`src/hdl/rita_pkg.sv`:
```
package rita_pkg;

   // Width of one stored digit and of the divisor path
   localparam int DIGIT_W = 4;
   localparam int DIVISOR_W = 5;
   localparam int CHAR_W = 7;
   localparam int RADIX_W = 8;
   localparam int REQ_VALUE_W = 64;

   localparam logic [RADIX_W-1:0] RADIX_MIN = 8'd2;
   localparam logic [RADIX_W-1:0] RADIX_MAX = 8'd16;

   localparam logic [CHAR_W-1:0] CHAR_ZERO = 7'h30;
   localparam logic [CHAR_W-1:0] CHAR_UPPER_A = 7'h41;
   localparam logic [DIGIT_W-1:0] DIGIT_TEN = 4'd10;

   // Status of the shared divider toward the sequencer
   typedef struct packed {
      logic                done;
      logic [DIGIT_W-1:0]  remainder;
   } div_status_type;

   // Map a digit 0..15 to its ASCII glyph
   function automatic logic [CHAR_W-1:0] digit_glyph(input logic [DIGIT_W-1:0] digit);
      logic [CHAR_W-1:0] glyph;
      if (digit < DIGIT_TEN) begin
         glyph = CHAR_ZERO + {3'b000, digit};
      end else begin
         glyph = CHAR_UPPER_A + {3'b000, digit - DIGIT_TEN};
      end
      return glyph;
   endfunction

endpackage

```
`src/hdl/rita_divider.sv`:
```
module rita_divider import rita_pkg::*; #(
   parameter int VALUE_BITS = 64
) (
   input  logic                   clock,
   input  logic                   reset,
   input  logic                   start,
   input  logic [VALUE_BITS-1:0]  dividend,
   input  logic [DIVISOR_W-1:0]   divisor,
   output logic [VALUE_BITS-1:0]  quotient,
   output div_status_type         status
);

   localparam int STEP_W = (VALUE_BITS > 1) ? $clog2(VALUE_BITS) : 1;
   localparam logic [STEP_W-1:0] LAST_STEP = STEP_W'(VALUE_BITS - 1);

   logic                  busy_ff, busy_in;
   logic                  done_ff, done_in;
   logic [STEP_W-1:0]     step_ff, step_in;
   logic [VALUE_BITS-1:0] quo_ff, quo_in;
   logic [DIGIT_W-1:0]    rem_ff, rem_in;
   logic [DIVISOR_W-1:0]  divisor_ff, divisor_in;
   logic [DIVISOR_W-1:0]  trial;
   logic                  fits;

   // Shift one dividend bit into the partial remainder and try the subtract
   assign trial = {rem_ff, quo_ff[VALUE_BITS-1]};
   assign fits  = (trial >= divisor_ff);

   always_comb begin
      busy_in    = busy_ff;
      done_in    = 1'b0;
      step_in    = step_ff;
      quo_in     = quo_ff;
      rem_in     = rem_ff;
      divisor_in = divisor_ff;
      if (start) begin
         busy_in    = 1'b1;
         step_in    = LAST_STEP;
         quo_in     = dividend;
         rem_in     = '0;
         divisor_in = divisor;
      end else if (busy_ff) begin
         quo_in = {quo_ff[VALUE_BITS-2:0], fits};
         rem_in = fits ? DIGIT_W'(trial - divisor_ff) : DIGIT_W'(trial);
         if (step_ff == '0) begin
            busy_in = 1'b0;
            done_in = 1'b1;
         end else begin
            step_in = step_ff - 1'b1;
         end
      end
   end

   always_ff @(posedge clock) begin
      if (reset) begin
         busy_ff <= 1'b0;
         done_ff <= 1'b0;
      end else begin
         busy_ff <= busy_in;
         done_ff <= done_in;
      end
      step_ff    <= step_in;
      quo_ff     <= quo_in;
      rem_ff     <= rem_in;
      divisor_ff <= divisor_in;
   end

   assign quotient         = quo_ff;
   assign status.done      = done_ff;
   assign status.remainder = rem_ff;

endmodule

```
`src/hdl/rita_digit_store.sv`:
```
module rita_digit_store import rita_pkg::*; #(
   parameter int DEPTH  = 64,
   parameter int ADDR_W = 6
) (
   input  logic               clock,
   input  logic               wr_en,
   input  logic [ADDR_W-1:0]  wr_addr,
   input  logic [DIGIT_W-1:0] wr_data,
   input  logic [ADDR_W-1:0]  rd_addr,
   output logic [DIGIT_W-1:0] rd_data
);

   logic [DIGIT_W-1:0] mem [DEPTH];
   logic [DIGIT_W-1:0] rd_data_ff;

   // Write one remainder, read one registered digit
   always_ff @(posedge clock) begin
      if (wr_en) begin
         mem[wr_addr] <= wr_data;
      end
      rd_data_ff <= mem[rd_addr];
   end

   assign rd_data = rd_data_ff;

endmodule

```
`src/hdl/radix_integer_to_ascii.sv`:
```
// Iterative radix converter: one shared restoring divider, one quotient bit per cycle.
// An invalid radix is answered in the next cycle. The divider loop sets the rate: one
// request at a time, busy stays high until the last digit is out.
// Digits leave on rsp_valid, each after an ST_READ and an ST_EMIT state; the receiver
// cannot stall.
// Synchronous active-high reset returns the sequencer to idle; the digit store is not cleared.
module radix_integer_to_ascii import rita_pkg::*; #(
   parameter int VALUE_BITS = 64,
   parameter int MAX_DIGITS = 64
) (
   input  logic                    clock,
   input  logic                    reset,
   input  logic                    start,
   output logic                    busy,
   input  logic [REQ_VALUE_W-1:0]  req_value,
   input  logic [RADIX_W-1:0]      req_radix,
   output logic                    rsp_valid,
   output logic [CHAR_W-1:0]       rsp_digit_char,
   output logic                    rsp_last,
   output logic                    rsp_error
);

   localparam int ADDR_W = (MAX_DIGITS > 1) ? $clog2(MAX_DIGITS) : 1;
   localparam logic [ADDR_W-1:0] LAST_ADDR = ADDR_W'(MAX_DIGITS - 1);

   localparam logic [1:0] ST_IDLE = 2'd0;
   localparam logic [1:0] ST_DIV  = 2'd1;
   localparam logic [1:0] ST_READ = 2'd2;
   localparam logic [1:0] ST_EMIT = 2'd3;

   logic [1:0]            state_ff, state_in;
   logic [ADDR_W-1:0]     idx_ff, idx_in;
   logic [DIVISOR_W-1:0]  radix_ff, radix_in;
   logic                  rsp_valid_ff, rsp_valid_in;
   logic [CHAR_W-1:0]     rsp_char_ff, rsp_char_in;
   logic                  rsp_last_ff, rsp_last_in;
   logic                  rsp_error_ff, rsp_error_in;

   logic                  radix_ok;
   logic                  div_start;
   logic [VALUE_BITS-1:0] div_dividend;
   logic [DIVISOR_W-1:0]  div_divisor;
   logic [VALUE_BITS-1:0] div_quotient;
   div_status_type        div_status;
   logic                  store_wr;
   logic [DIGIT_W-1:0]    store_rd_data;

   assign radix_ok = (req_radix >= RADIX_MIN) && (req_radix <= RADIX_MAX);

   rita_divider #(
      .VALUE_BITS (VALUE_BITS)
   ) u_divider (
      .clock    (clock),
      .reset    (reset),
      .start    (div_start),
      .dividend (div_dividend),
      .divisor  (div_divisor),
      .quotient (div_quotient),
      .status   (div_status)
   );

   rita_digit_store #(
      .DEPTH  (MAX_DIGITS),
      .ADDR_W (ADDR_W)
   ) u_store (
      .clock   (clock),
      .wr_en   (store_wr),
      .wr_addr (idx_ff),
      .wr_data (div_status.remainder),
      .rd_addr (idx_ff),
      .rd_data (store_rd_data)
   );

   // Sequence division passes, then read digits back most significant first
   always_comb begin
      state_in     = state_ff;
      idx_in       = idx_ff;
      radix_in     = radix_ff;
      rsp_valid_in = 1'b0;
      rsp_char_in  = rsp_char_ff;
      rsp_last_in  = rsp_last_ff;
      rsp_error_in = rsp_error_ff;
      div_start    = 1'b0;
      div_dividend = div_quotient;
      div_divisor  = radix_ff;
      store_wr     = 1'b0;
      unique case (state_ff)
         ST_IDLE: begin
            div_dividend = req_value[VALUE_BITS-1:0];
            div_divisor  = DIVISOR_W'(req_radix);
            if (start) begin
               if (radix_ok) begin
                  div_start = 1'b1;
                  radix_in  = DIVISOR_W'(req_radix);
                  idx_in    = '0;
                  state_in  = ST_DIV;
               end else begin
                  rsp_valid_in = 1'b1;
                  rsp_char_in  = '0;
                  rsp_last_in  = 1'b1;
                  rsp_error_in = 1'b1;
               end
            end
         end
         ST_DIV: begin
            if (div_status.done) begin
               store_wr = 1'b1;
               if ((div_quotient != '0) && (idx_ff != LAST_ADDR)) begin
                  div_start = 1'b1;
                  idx_in    = idx_ff + 1'b1;
               end else begin
                  state_in = ST_READ;
               end
            end
         end
         ST_READ: begin
            state_in = ST_EMIT;
         end
         ST_EMIT: begin
            rsp_valid_in = 1'b1;
            rsp_char_in  = digit_glyph(store_rd_data);
            rsp_last_in  = (idx_ff == '0);
            rsp_error_in = 1'b0;
            if (idx_ff == '0) begin
               state_in = ST_IDLE;
            end else begin
               idx_in   = idx_ff - 1'b1;
               state_in = ST_READ;
            end
         end
         default: begin
            state_in = ST_IDLE;
         end
      endcase
   end

   always_ff @(posedge clock) begin
      if (reset) begin
         state_ff     <= ST_IDLE;
         rsp_valid_ff <= 1'b0;
      end else begin
         state_ff     <= state_in;
         rsp_valid_ff <= rsp_valid_in;
      end
      idx_ff       <= idx_in;
      radix_ff     <= radix_in;
      rsp_char_ff  <= rsp_char_in;
      rsp_last_ff  <= rsp_last_in;
      rsp_error_ff <= rsp_error_in;
   end

   assign busy           = (state_ff != ST_IDLE);
   assign rsp_valid      = rsp_valid_ff;
   assign rsp_digit_char = rsp_char_ff;
   assign rsp_last       = rsp_last_ff;
   assign rsp_error      = rsp_error_ff;

endmodule
```
`config.mk`:
```
export PLATFORM = sky130hd
export DESIGN_NAME = radix_integer_to_ascii
export DESIGN_NICKNAME = d
export VERILOG_FILES = /design/src/hdl/rita_pkg.sv /design/src/hdl/rita_divider.sv /design/src/hdl/rita_digit_store.sv /design/src/hdl/radix_integer_to_ascii.sv
export SDC_FILE = /design/constraint.sdc
export NUM_CORES = 1
export LEC_CHECK = 0
export ABC_CLOCK_PERIOD_IN_PS = 19300
export BUFFER_PORTS_ARGS = -buffer_cell sky130_fd_sc_hd__buf_2
export CAP_MARGIN = 20
export CORE_MARGIN = 2
export CORE_UTILIZATION = 45
export CTS_BUF_LIST = sky130_fd_sc_hd__clkbuf_16
export DETAILED_ROUTE_END_ITERATION = 6
export PLACE_DENSITY = 0.59
export SETUP_SLACK_MARGIN = 0.3
export SLEW_MARGIN = 25
export SYNTH_ARGS = -nofsm -noshare
export SYNTH_HDL_FRONTEND = slang
export SYNTH_SLANG_ARGS = --single-unit
```
`constraint.sdc`:
```
create_clock -name clock -period 19.3 [get_ports clock]
set_clock_uncertainty 0.05 [all_clocks]
set_input_delay 1.93 -clock clock [delete_from_list [all_inputs] [get_ports clock]]
set_output_delay 1.93 -clock clock [all_outputs]
set_load 0.03 [all_outputs]
```
======== Word level (Yosys, flattened, before mapping) ========
Memory sizes are Yosys's and may differ from the RTL's. A register that Yosys moved wholly into a read port is not among the register bits.
Cells that the tools add are included.
cells by class
  add/sub/neg operators ................... 7
  $mul .................................... 0
  div/mod/pow operators ................... 0
  magnitude comparators ................... 4
  eq/ne operators ......................... 12
  shifts and indexed selects .............. 0
  muxes and demuxes ....................... 41
  bitwise operators ....................... 2
  reductions and logical operators ........ 17
operator list
  cell                                                             count
  2-to-1 mux 64 bit                                                3
  nonzero test 64 bit                                              1
  2-to-1 mux 6 bit                                                 5
  2-to-1 mux 7 bit                                                 3
  case mux 6 bit (3 select lines)                                  1
  2-to-1 mux 1 bit                                                 16
  case mux 7 bit (2 select lines)                                  1
  zero test 6 bit                                                  2
  != test 2 bit (second input constant)                            6
  subtractor 6 x 1 -> 6 bit (second input constant)                2
  2-to-1 mux 2 bit                                                 5
  >= comparator 8 x 2 -> 1 bit (second input constant)             1
  less-or-equal comparator 8 x 5 -> 1 bit (second input constant)  1
  case mux 1 bit (2 select lines)                                  4
  case mux 2 bit (4 select lines)                                  1
  adder 6 x 4 -> 7 bit (first input constant)                      1
  adder 7 x 4 -> 7 bit (first input constant)                      1
  adder 6 x 1 -> 6 bit (second input constant)                     1
  != test 6 bit (second input constant)                            1
  AND reduction 3 bit                                              2
  AND reduction 6 bit                                              1
  nonzero test 2 bit                                               3
  >= comparator 5 bit                                              1
  2-to-1 mux 5 bit                                                 1
  14 further kinds                                                 19
storage, ports and cells
  flip-flop bits (word level) ............. 104
  latch bits .............................. 0
  bits in writable memories ............... 256
  memory bits (read-only) ................. 0
  input port bits ......................... 75
  output and inout port bits .............. 11
  memories kept ........................... 1
memories
  name         words  bits a word  rd ports  clocked after memory_dff  wr ports  line                    text
  u_store.mem  64     4            1         1                         1         rita_digit_store.sv:13  logic [DIGIT_W-1:0] mem [DEPTH];

======== Depth between registers and ports, before layout ========
Gate-level depths: netlist of run 1.
  depth in word-level cells ............... 7
  depth in mapped cells ................... 11
  mapped depth without buffers ............ 8

======== By module ========
Synthesis of run 1 repeated with hierarchy kept, for this count alone.
unflattened totals
  cell total of the unflattened synthesis .. 952
  area total of the unflattened synthesis .. 16174.3 µm²
modules (own cells, without submodules)
  module                  times used  cells an instance  area each (µm²)  sequential area each (µm²)
  rita_digit_store        1           521                10407.5          7767.4
  rita_divider            1           219                3554.7           2312.2
  radix_integer_to_ascii  1           212                2212.1           660.6

======== Worst setup path before layout of run 1 ========
OpenSTA, ideal clock, no wires.
  path type ............................... input-to-reg
  start point ............................. input port req_radix[2]
  end point ............................... register u_divider.quo_ff[0], in the netlist u_divider.quotient[0], enable pin
  arrival time ............................ 7.753 ns
  required time ........................... 18.676 ns
  path slack .............................. 10.922 ns
  cell stages on the path ................. 7
  buffers on the path ..................... 2
  cells stage by stage .................... o41ai_1 nand3_1 nor2_1 a31oi_4 buf_4 buf_2 o21ai_0
between the ends
  cells in the longest elaborated chain, start to end .. 7
RTL lines
  what                                                                                            line                          text
  from (decl)                                                                                     radix_integer_to_ascii.sv:16  input logic [RADIX_W-1:0] req_radix,
  >= comparator 8 x 2 -> 1 bit / less-or-equal comparator 8 x 5 -> 1 bit (equally long branches)  radix_integer_to_ascii.sv:48  assign radix_ok = (req_radix >= RADIX_MIN) && (req_radix <= RADIX_MAX);
  logical AND 1 bit *                                                                             radix_integer_to_ascii.sv:48
  2-to-1 mux 1 bit *                                                                              radix_integer_to_ascii.sv:92  if (radix_ok) begin
  2-to-1 mux 1 bit *                                                                              radix_integer_to_ascii.sv:91  if (start) begin
  case mux 1 bit (2 select lines) *                                                               radix_integer_to_ascii.sv:87  unique case (state_ff)
  != test 2 x 1 -> 1 bit (no source line) / nonzero test 2 bit (equally long branches)            --
  AND reduction 2 bit (no source line) *                                                          --
  to (signal assigned)                                                                            rita_divider.sv:63            quo_ff <= quo_in;
  to (decl)                                                                                       rita_divider.sv:19            logic [VALUE_BITS-1:0] quo_ff, quo_in;
Mark *: on every way between the ends. The rest lies on a longest branch, timed or not.
A chain may end at the register's enable or synchronous reset.

======== Worst setup path after layout of run 1 ========
  start point ............................. input port req_radix[4]
  end point ............................... register u_divider.quo_ff[30], in the netlist u_divider.quotient[30], enable pin
Same word-level chain as after synthesis.

==> metrics, run 1 <==
Clk Latency, worst-skew pair between 0.5 and 0.6 ns; Mean Syn Cell Area 16.00 um^2; status complete, no violations; critical path class in -> reg; Int Pwr 0.001397 W; setup repair bufs after CTS 0; largest net degree at the start of global routing between 70 and 80; clk sinks 364; pre-CTS WS roughly 14 ns; die width around 190 um; share of the synthesized area in the top cell type 0.6793; Post-synth EDFFs roughly 350; switching fraction of total power 0.2276; Cell Area, Synth between 15000 and 20000 um^2; Initial DRT Pass Iterations 5; area leader, netlist edfxtp_1; Crit path largest cell delay between 0.7 and 0.8 ns; Clock Pin Slew Worst Setup and Hold Paths 0.06 ns; Tmin final between 4 and 5 ns; global placement routability congestion 0.7798; post-DP HPWL approximately 22000 um; Worst IR Drop VDD ~0.063 mV; non-filler instance count after layout 1517; Avg WL per Cell roughly 23 um; hold path cells 2; FF-to-FF path depth 8; synth top area cells edfxtp_1 68%, mux2_2 6.5%, mux4_2 4.0%; Hold Path Class reg -> reg; initial drt markers 710; diodes inserted 0; Resized Gates After CTS 0; Setup-failing EPs final 0; Boundary Pins 86; Core Box Area 33450 um^2; Num CTS Buffers 39; CTS tree done; Mapped Nets between 1000 and 1500; clk buf depth 3; Comb power frac 0.080; CP Launch Type input port; count of unique library cells instantiated by Yosys 61; pwr/cell area 104.3 nW/um^2; Max-Slew Margin vs Limit 0.3393; Setup TNS 0 ns; most used cell, CP buf_4; WP data arrival 4.82 ns; critical path required time 19.40 ns; Synth Instances 953; WP depth 9; DR DRC count 0; Die Y between 150 and 200 um; worst path bufs/invs 3; fmax approximately 210 MHz; Crit-path slowest cell buf_4; GRT Util Overall 0.1982; Static Leak roughly 5.9 nW; nature of the critical path endpoint flop; Syn. warnings 0; clk root buf clkbuf_16; Util after Layout 0.5186; die footprint 35380 um^2; total number of vias around 8600; Final nets 1137; RSZ-0062 raised after global routing false; top_reg_cell synth edfxtp_1; fraction of layout cells with a size suffix above 1 0.2638; CTS Hold Bufs 0; CP max FO between 70 and 80; Placed Cells 1450; Reg power frac 0.520; antenna violations before repair 0; row cnt 67; worst setup margin about 15 ns; Psw a little over 0.0004 W; critical path, cell by cell buf_2 -> or4_1 -> nand3_1 -> nor2_1 -> a31oi_4 -> buf_4 -> nand2_1 -> o21ai_4 -> buf_4; P&R area growth vs syn 13.75%; max-cap viol count 0; Routed WL about 35000 um; Slew Limit Fails 0; vias per cell roughly 5.7; worst-margin pin slew 0.9891 ns; Fin. Hold Viols 0; filler cell count around 2700; global route overflow 0; Final Cycle Share 0.2443; Post-DRT Antenna Nets 0; post-synthesis register bit count between 300 and 400; number of global-route vias before repair roughly 8700; Post-synth ARST share 0; CTS H-tree lvls 2; first-pass GRT wire length 52960 um; starting density of the core 0.4560; Clk pwr share 0.400; PortBufs 85; register area share after synthesis 0.7042; internal reg-to-reg setup slack between 10 and 15 ns; cell family contributing the most delay on the critical path buffers and inverters
[layout make-up]
cell class              instances  area [um^2]  share of cell area
clock inverters                26        210.2             0.01212
repair buffers                 99        530.5             0.03058
multi-input cells             514         4182              0.2410
clock buffers                  41         1026             0.05914
well taps                     448        560.5             0.03231
flip-flops and latches        364        10750              0.6194
inverters                      25        93.84            0.005409
[worst register-to-register path, delay by kind of cell (launching register included)]
kind | cells | cell delay (ns)
AOI/OAI and AO/OA | 2 | 0.36
buffers and inverters | 3 | 1.86
DFF | 1 | 0.33
and+or+nand+nor | 3 | 1.33
[power groups by stage]
| stage | registers, W | logic, W | clock network (W) |
|---|---|---|---|
| 4_1_cts | 0.000941 | 0.000147 | 0.000737 |
| 3_3_place_gp | 0.000957 | 0.000143 | 0 |
| 3_5_place_dp | 0.000958 | 0.000147 | 0 |
| 5_1_grt | 0.000942 | 0.000161 | 0.000768 |
| 2_1_floorplan | 0.000988 | 0.0000552 | 0 |
| 6_report | 0.000941 | 0.000145 | 0.000724 |
[state kept, by name, summed over array words and instances (netlist names), 2 cells and up]
signal	count
radix_ff	5
u_divider.step_ff	6
u_store.rd_data	4
rsp_digit_char	7
u_store.mem	256
u_divider.divisor_ff	5
u_divider.rem_ff	4
idx_ff	6
u_divider.quotient	64
state_ff	2
[kinds of logic (layout without fill, tap and decap cells)]
logic type / Yosys count / after routing / synth area share
compound gates: 139 / 139 / 0.06301
xor+xnor: 12 / 12 / 0.006891
fa+ha+maj: 19 / 19 / 0.01657
buf+inv: 75 / 191 / 0.02248
flops: 364 / 364 / 0.7042
mux: 135 / 135 / 0.1212
simple gates: 209 / 209 / 0.06563
[stage by stage]
step	hold slack (ns)	total power, W	cell area [um^2]
2_1_floorplan	0.4061	0.001043	15250
3_5_place_dp	0.4261	0.001104	16110
4_1_cts	0.4486	0.001824	17350
5_1_grt	0.4927	0.001871	17350
3_3_place_gp	0.4234	0.001101	16110
6_report	0.4470	0.001809	17350
[layer usage]
layer / vias to the layer above / GRT usage / part of all wire
met4: 0 / 0.05512 / 0.024
met2: 301 / 0.3173 / 0.48
met3: 60 / 0.04061 / 0.065
met1: 4350 / 0.2767 / 0.43
met5: - / 0 / 0
li1: 3929 / - / -
[synthesized netlist by cell type, types with 5 or more instances]
master and instances:
nand2_1 36, a22oi_1 13, nor2b_1 10, dfxtp_1 19, mux2i_1 17, inv_1 23
edfxtp_1 345, xnor2_1 7, a221oi_1 26, a21oi_1 35, nand3_1 15, nor4_1 17
nor3_1 7, mux4_2 27, o22a_1 5, buf_2 15, nor2_1 89, xor2_1 5
ha_1 17, clkbuf_1 25, o22ai_1 6, mux2_2 88, o21ai_0 26, or4_1 6
[worst paths after layout]
check	startpoint	to
setup / recovery	req_radix[4]	u_divider.quotient[30]
hold reg to reg	u_divider.step_ff[5]	u_divider.step_ff[5]
setup reg to reg	idx_ff[1]	u_divider.quotient[30]
hold / removal	u_divider.step_ff[5]	u_divider.step_ff[5]
[layout by cell type (no fill, tap or decap), types with 5 or more instances in the layout]
cell	Yosys	layout
a21oi_1	35	35
a221oi_1	26	26
a22oi_1	13	13
buf_2	15	85
buf_4	3	14
clkbuf_16	0	41
clkinv_1	1	6
clkinv_2	0	5
dfxtp_1	19	15
edfxtp_1	345	345
ha_1	17	17
inv_1	23	30
mux2_2	88	88
mux2i_1	17	17
mux4_2	27	27
nand2_1	36	36
nand3_1	15	15
nor2_1	89	89
nor2b_1	10	9
nor3_1	7	7
nor4_1	17	17
o21ai_0	26	25
o22a_1	5	5
o22ai_1	6	6
or4_1	6	6
xnor2_1	7	7
xor2_1	5	5
(Power assumes the default switching activity.)
==> inputs of run 2 (changes only) <==
Settings changed: ABC_CLOCK_PERIOD_IN_PS 19300 to 4800.
Clock period 19.3 ns to 4.8 ns, I/O delays scaled along.
==> metrics, run 2 (same netlist as run 1, synthesis figures left out) <==
Avg WL per Cell 23.13 um (+0.40%); GRT Util Overall 0.2006 (+0.002402); max-cap viol count 0 (unchanged); Die Y 188.1 um (unchanged); critical path required time 4.90 ns (-14.50 ns); Setup-failing EPs final 0 (unchanged); global route overflow 0 (unchanged); clk root buf clkbuf_16; diodes inserted 0 (unchanged); Fin. Hold Viols 0 (unchanged); Clock Pin Slew Worst Setup and Hold Paths 0.06 ns (about the same); FF-to-FF path depth 6 (-2); filler cell count 2765 (+0.99%); PortBufs 85 (unchanged); Static Leak 5.865 nW (+0.13%); Routed WL 35180 um (+0.67%); vias per cell 5.669 (-0.46%); Final nets 1138 (+0.088%); worst setup margin 1.641 ns (-12.94 ns); clk buf depth 3 (unchanged); first-pass GRT wire length 53530 um (+1.1%); min-delay src req_radix[0]; critical path class reg -> reg; Int Pwr 0.005586 W (+300%); Num CTS Buffers 39 (unchanged); status complete, no violations; CTS Hold Bufs 0 (unchanged); commonest cells after routing, fill and taps aside 345 x edfxtp_1, 89 x nor2_1, 88 x mux2_2, 85 x buf_2, 40 x clkbuf_16; initial drt markers 820 (+15%); DR DRC count 0 (unchanged); non-filler instance count after layout 1521 (+0.26%); Placed Cells 1451 (+0.069%); hold path cells 1 (-1); worst path bufs/invs 1 (-2); switching fraction of total power 0.2282 (+0.0005854); Clk pwr share 0.396 (-0.004); clk sinks 364 (unchanged); Hold EP radix_ff[0]; Psw 0.001652 W (+300%); Largest Register u_store.mem; Crit path largest cell delay 0.68 ns (-0.06 ns); die footprint 35380 um^2 (unchanged); Core Box Area 33450 um^2 (unchanged); P&R area growth vs syn 13.86% (about the same); CP Launch Type flop; CTS tree done; worst-margin pin slew 0.9595 ns (-0.02954 ns); antenna violations before repair 0 (unchanged); origin of the critical flop-to-flop path idx_ff[1]; setup repair bufs after CTS 0 (unchanged); Max-Slew Margin vs Limit 0.3554 (+0.01613); Boundary Pins 86 (unchanged); row cnt 67 (unchanged); largest net degree at the start of global routing 77 (-1.3%); Slew Limit Fails 0 (unchanged); starting density of the core 0.4560 (unchanged); CTS H-tree lvls 2 (unchanged); post-DP HPWL 22660 um (+4.7%); Hold Path Class in -> reg; Worst R2R End u_divider.quotient[23]; pwr/cell area 416.9 nW/um^2 (+300%); Clk Latency, worst-skew pair 0.53 ns (about the same); Initial DRT Pass Iterations 5 (unchanged); Worst IR Drop VDD 0.2877 mV (+360%); RSZ-0062 raised after global routing false; Post-DRT Antenna Nets 0 (unchanged); Setup TNS 0 ns (unchanged); Reg power frac 0.524 (+0.004); cell family contributing the most delay on the critical path simple AND/OR/NAND/NOR gates; fraction of layout cells with a size suffix above 1 0.2591 (-0.004711); Tmin final roughly 3.2 ns; Worst Setup SP idx_ff[1]; die width 188.1 um (unchanged); area of the multi-input gates 4179 um^2 (about the same); fmax roughly 320 MHz; number of global-route vias before repair 8706 (-0.38%); global placement routability congestion 0.8303 (+6.5%); critical path, cell by cell and2_1 -> nand3_1 -> a31oi_4 -> nand2_1 -> o21ai_4 -> buf_4; CP max FO 64 (-17%); WP data arrival 3.26 ns (-1.56 ns); total number of vias 8623 (-0.20%); Resized Gates After CTS 0 (unchanged); Comb power frac 0.080 (about the same); most common cell after layout, fill and taps aside edfxtp_1; Reg area 10750 um^2 (unchanged); Crit-path slowest cell edfxtp_1; nature of the critical path endpoint flop; max reg flops 256 (unchanged); pre-CTS WS 1.536 ns (-12.49 ns); Final Cycle Share 0.6580; internal reg-to-reg setup slack 1.64 ns (-13.30 ns)
-- run 2: cell count changes in the layout (fill, tap and decap cells not counted), sizes merged --
cell | previous run | this run
clkbuf | 41 | 40
inv | 32 | 33
buf | 99 | 100
clkinv | 14 | 17
-- run 2: power groups by stage --
stage | Clock (W) | Combinational [W] | Sequential [W]
after floorplan | 0 | 0.000222 | 0.00397
after global placement | 0 | 0.000585 | 0.00386
after detailed placement | 0 | 0.000585 | 0.00386
after CTS | 0.00293 | 0.000589 | 0.00379
after global routing | 0.00305 | 0.000649 | 0.00380
final | 0.00287 | 0.000579 | 0.00379
-- run 2: per-layer routing --
layer,track usage,up-vias,routed length [um]
li1,-,3944,-
met1,0.2906,4321,15750
met2,0.3105,294,16290
met3,0.03650,64,2215
met4,0.06087,0,924
met5,0,-,0
-- run 2: cell type report --
type / count / share of cell area
clock buffers: 40 / 0.05765
clock inverters: 30 / 0.01275
inverters: 25 / 0.005404
multi-input cells: 514 / 0.2407
flip-flops and latches: 364 / 0.6188
well taps: 448 / 0.03228
repair buffers: 100 / 0.03243
-- run 2: worst max-delay path by stage --
stage	slack [ns]	cells past startpoint	to
finish	1.64	6	u_divider.quotient[23]
floorplan	0.84	7	u_divider.quotient[0]
global placement	1.55	8	u_divider.quotient[33]
CTS	1.64	7	u_divider.quotient[7]
detailed placement	1.54	8	u_divider.quotient[40]
global route	1.46	8	u_divider.quotient[23]
-- run 2: through the flow --
stage,power (W),util,hold slack [ns],cell area [um^2]
floorplan,0.004192,-,0.4064,15250
global placement,0.004443,0.4826,0.4309,16140
detailed placement,0.004443,0.4826,0.4271,16140
CTS,0.007310,0.5191,0.09667,17360
global route,0.007494,0.5191,0.1137,17360
finish,0.007238,0.5191,0.1156,17360
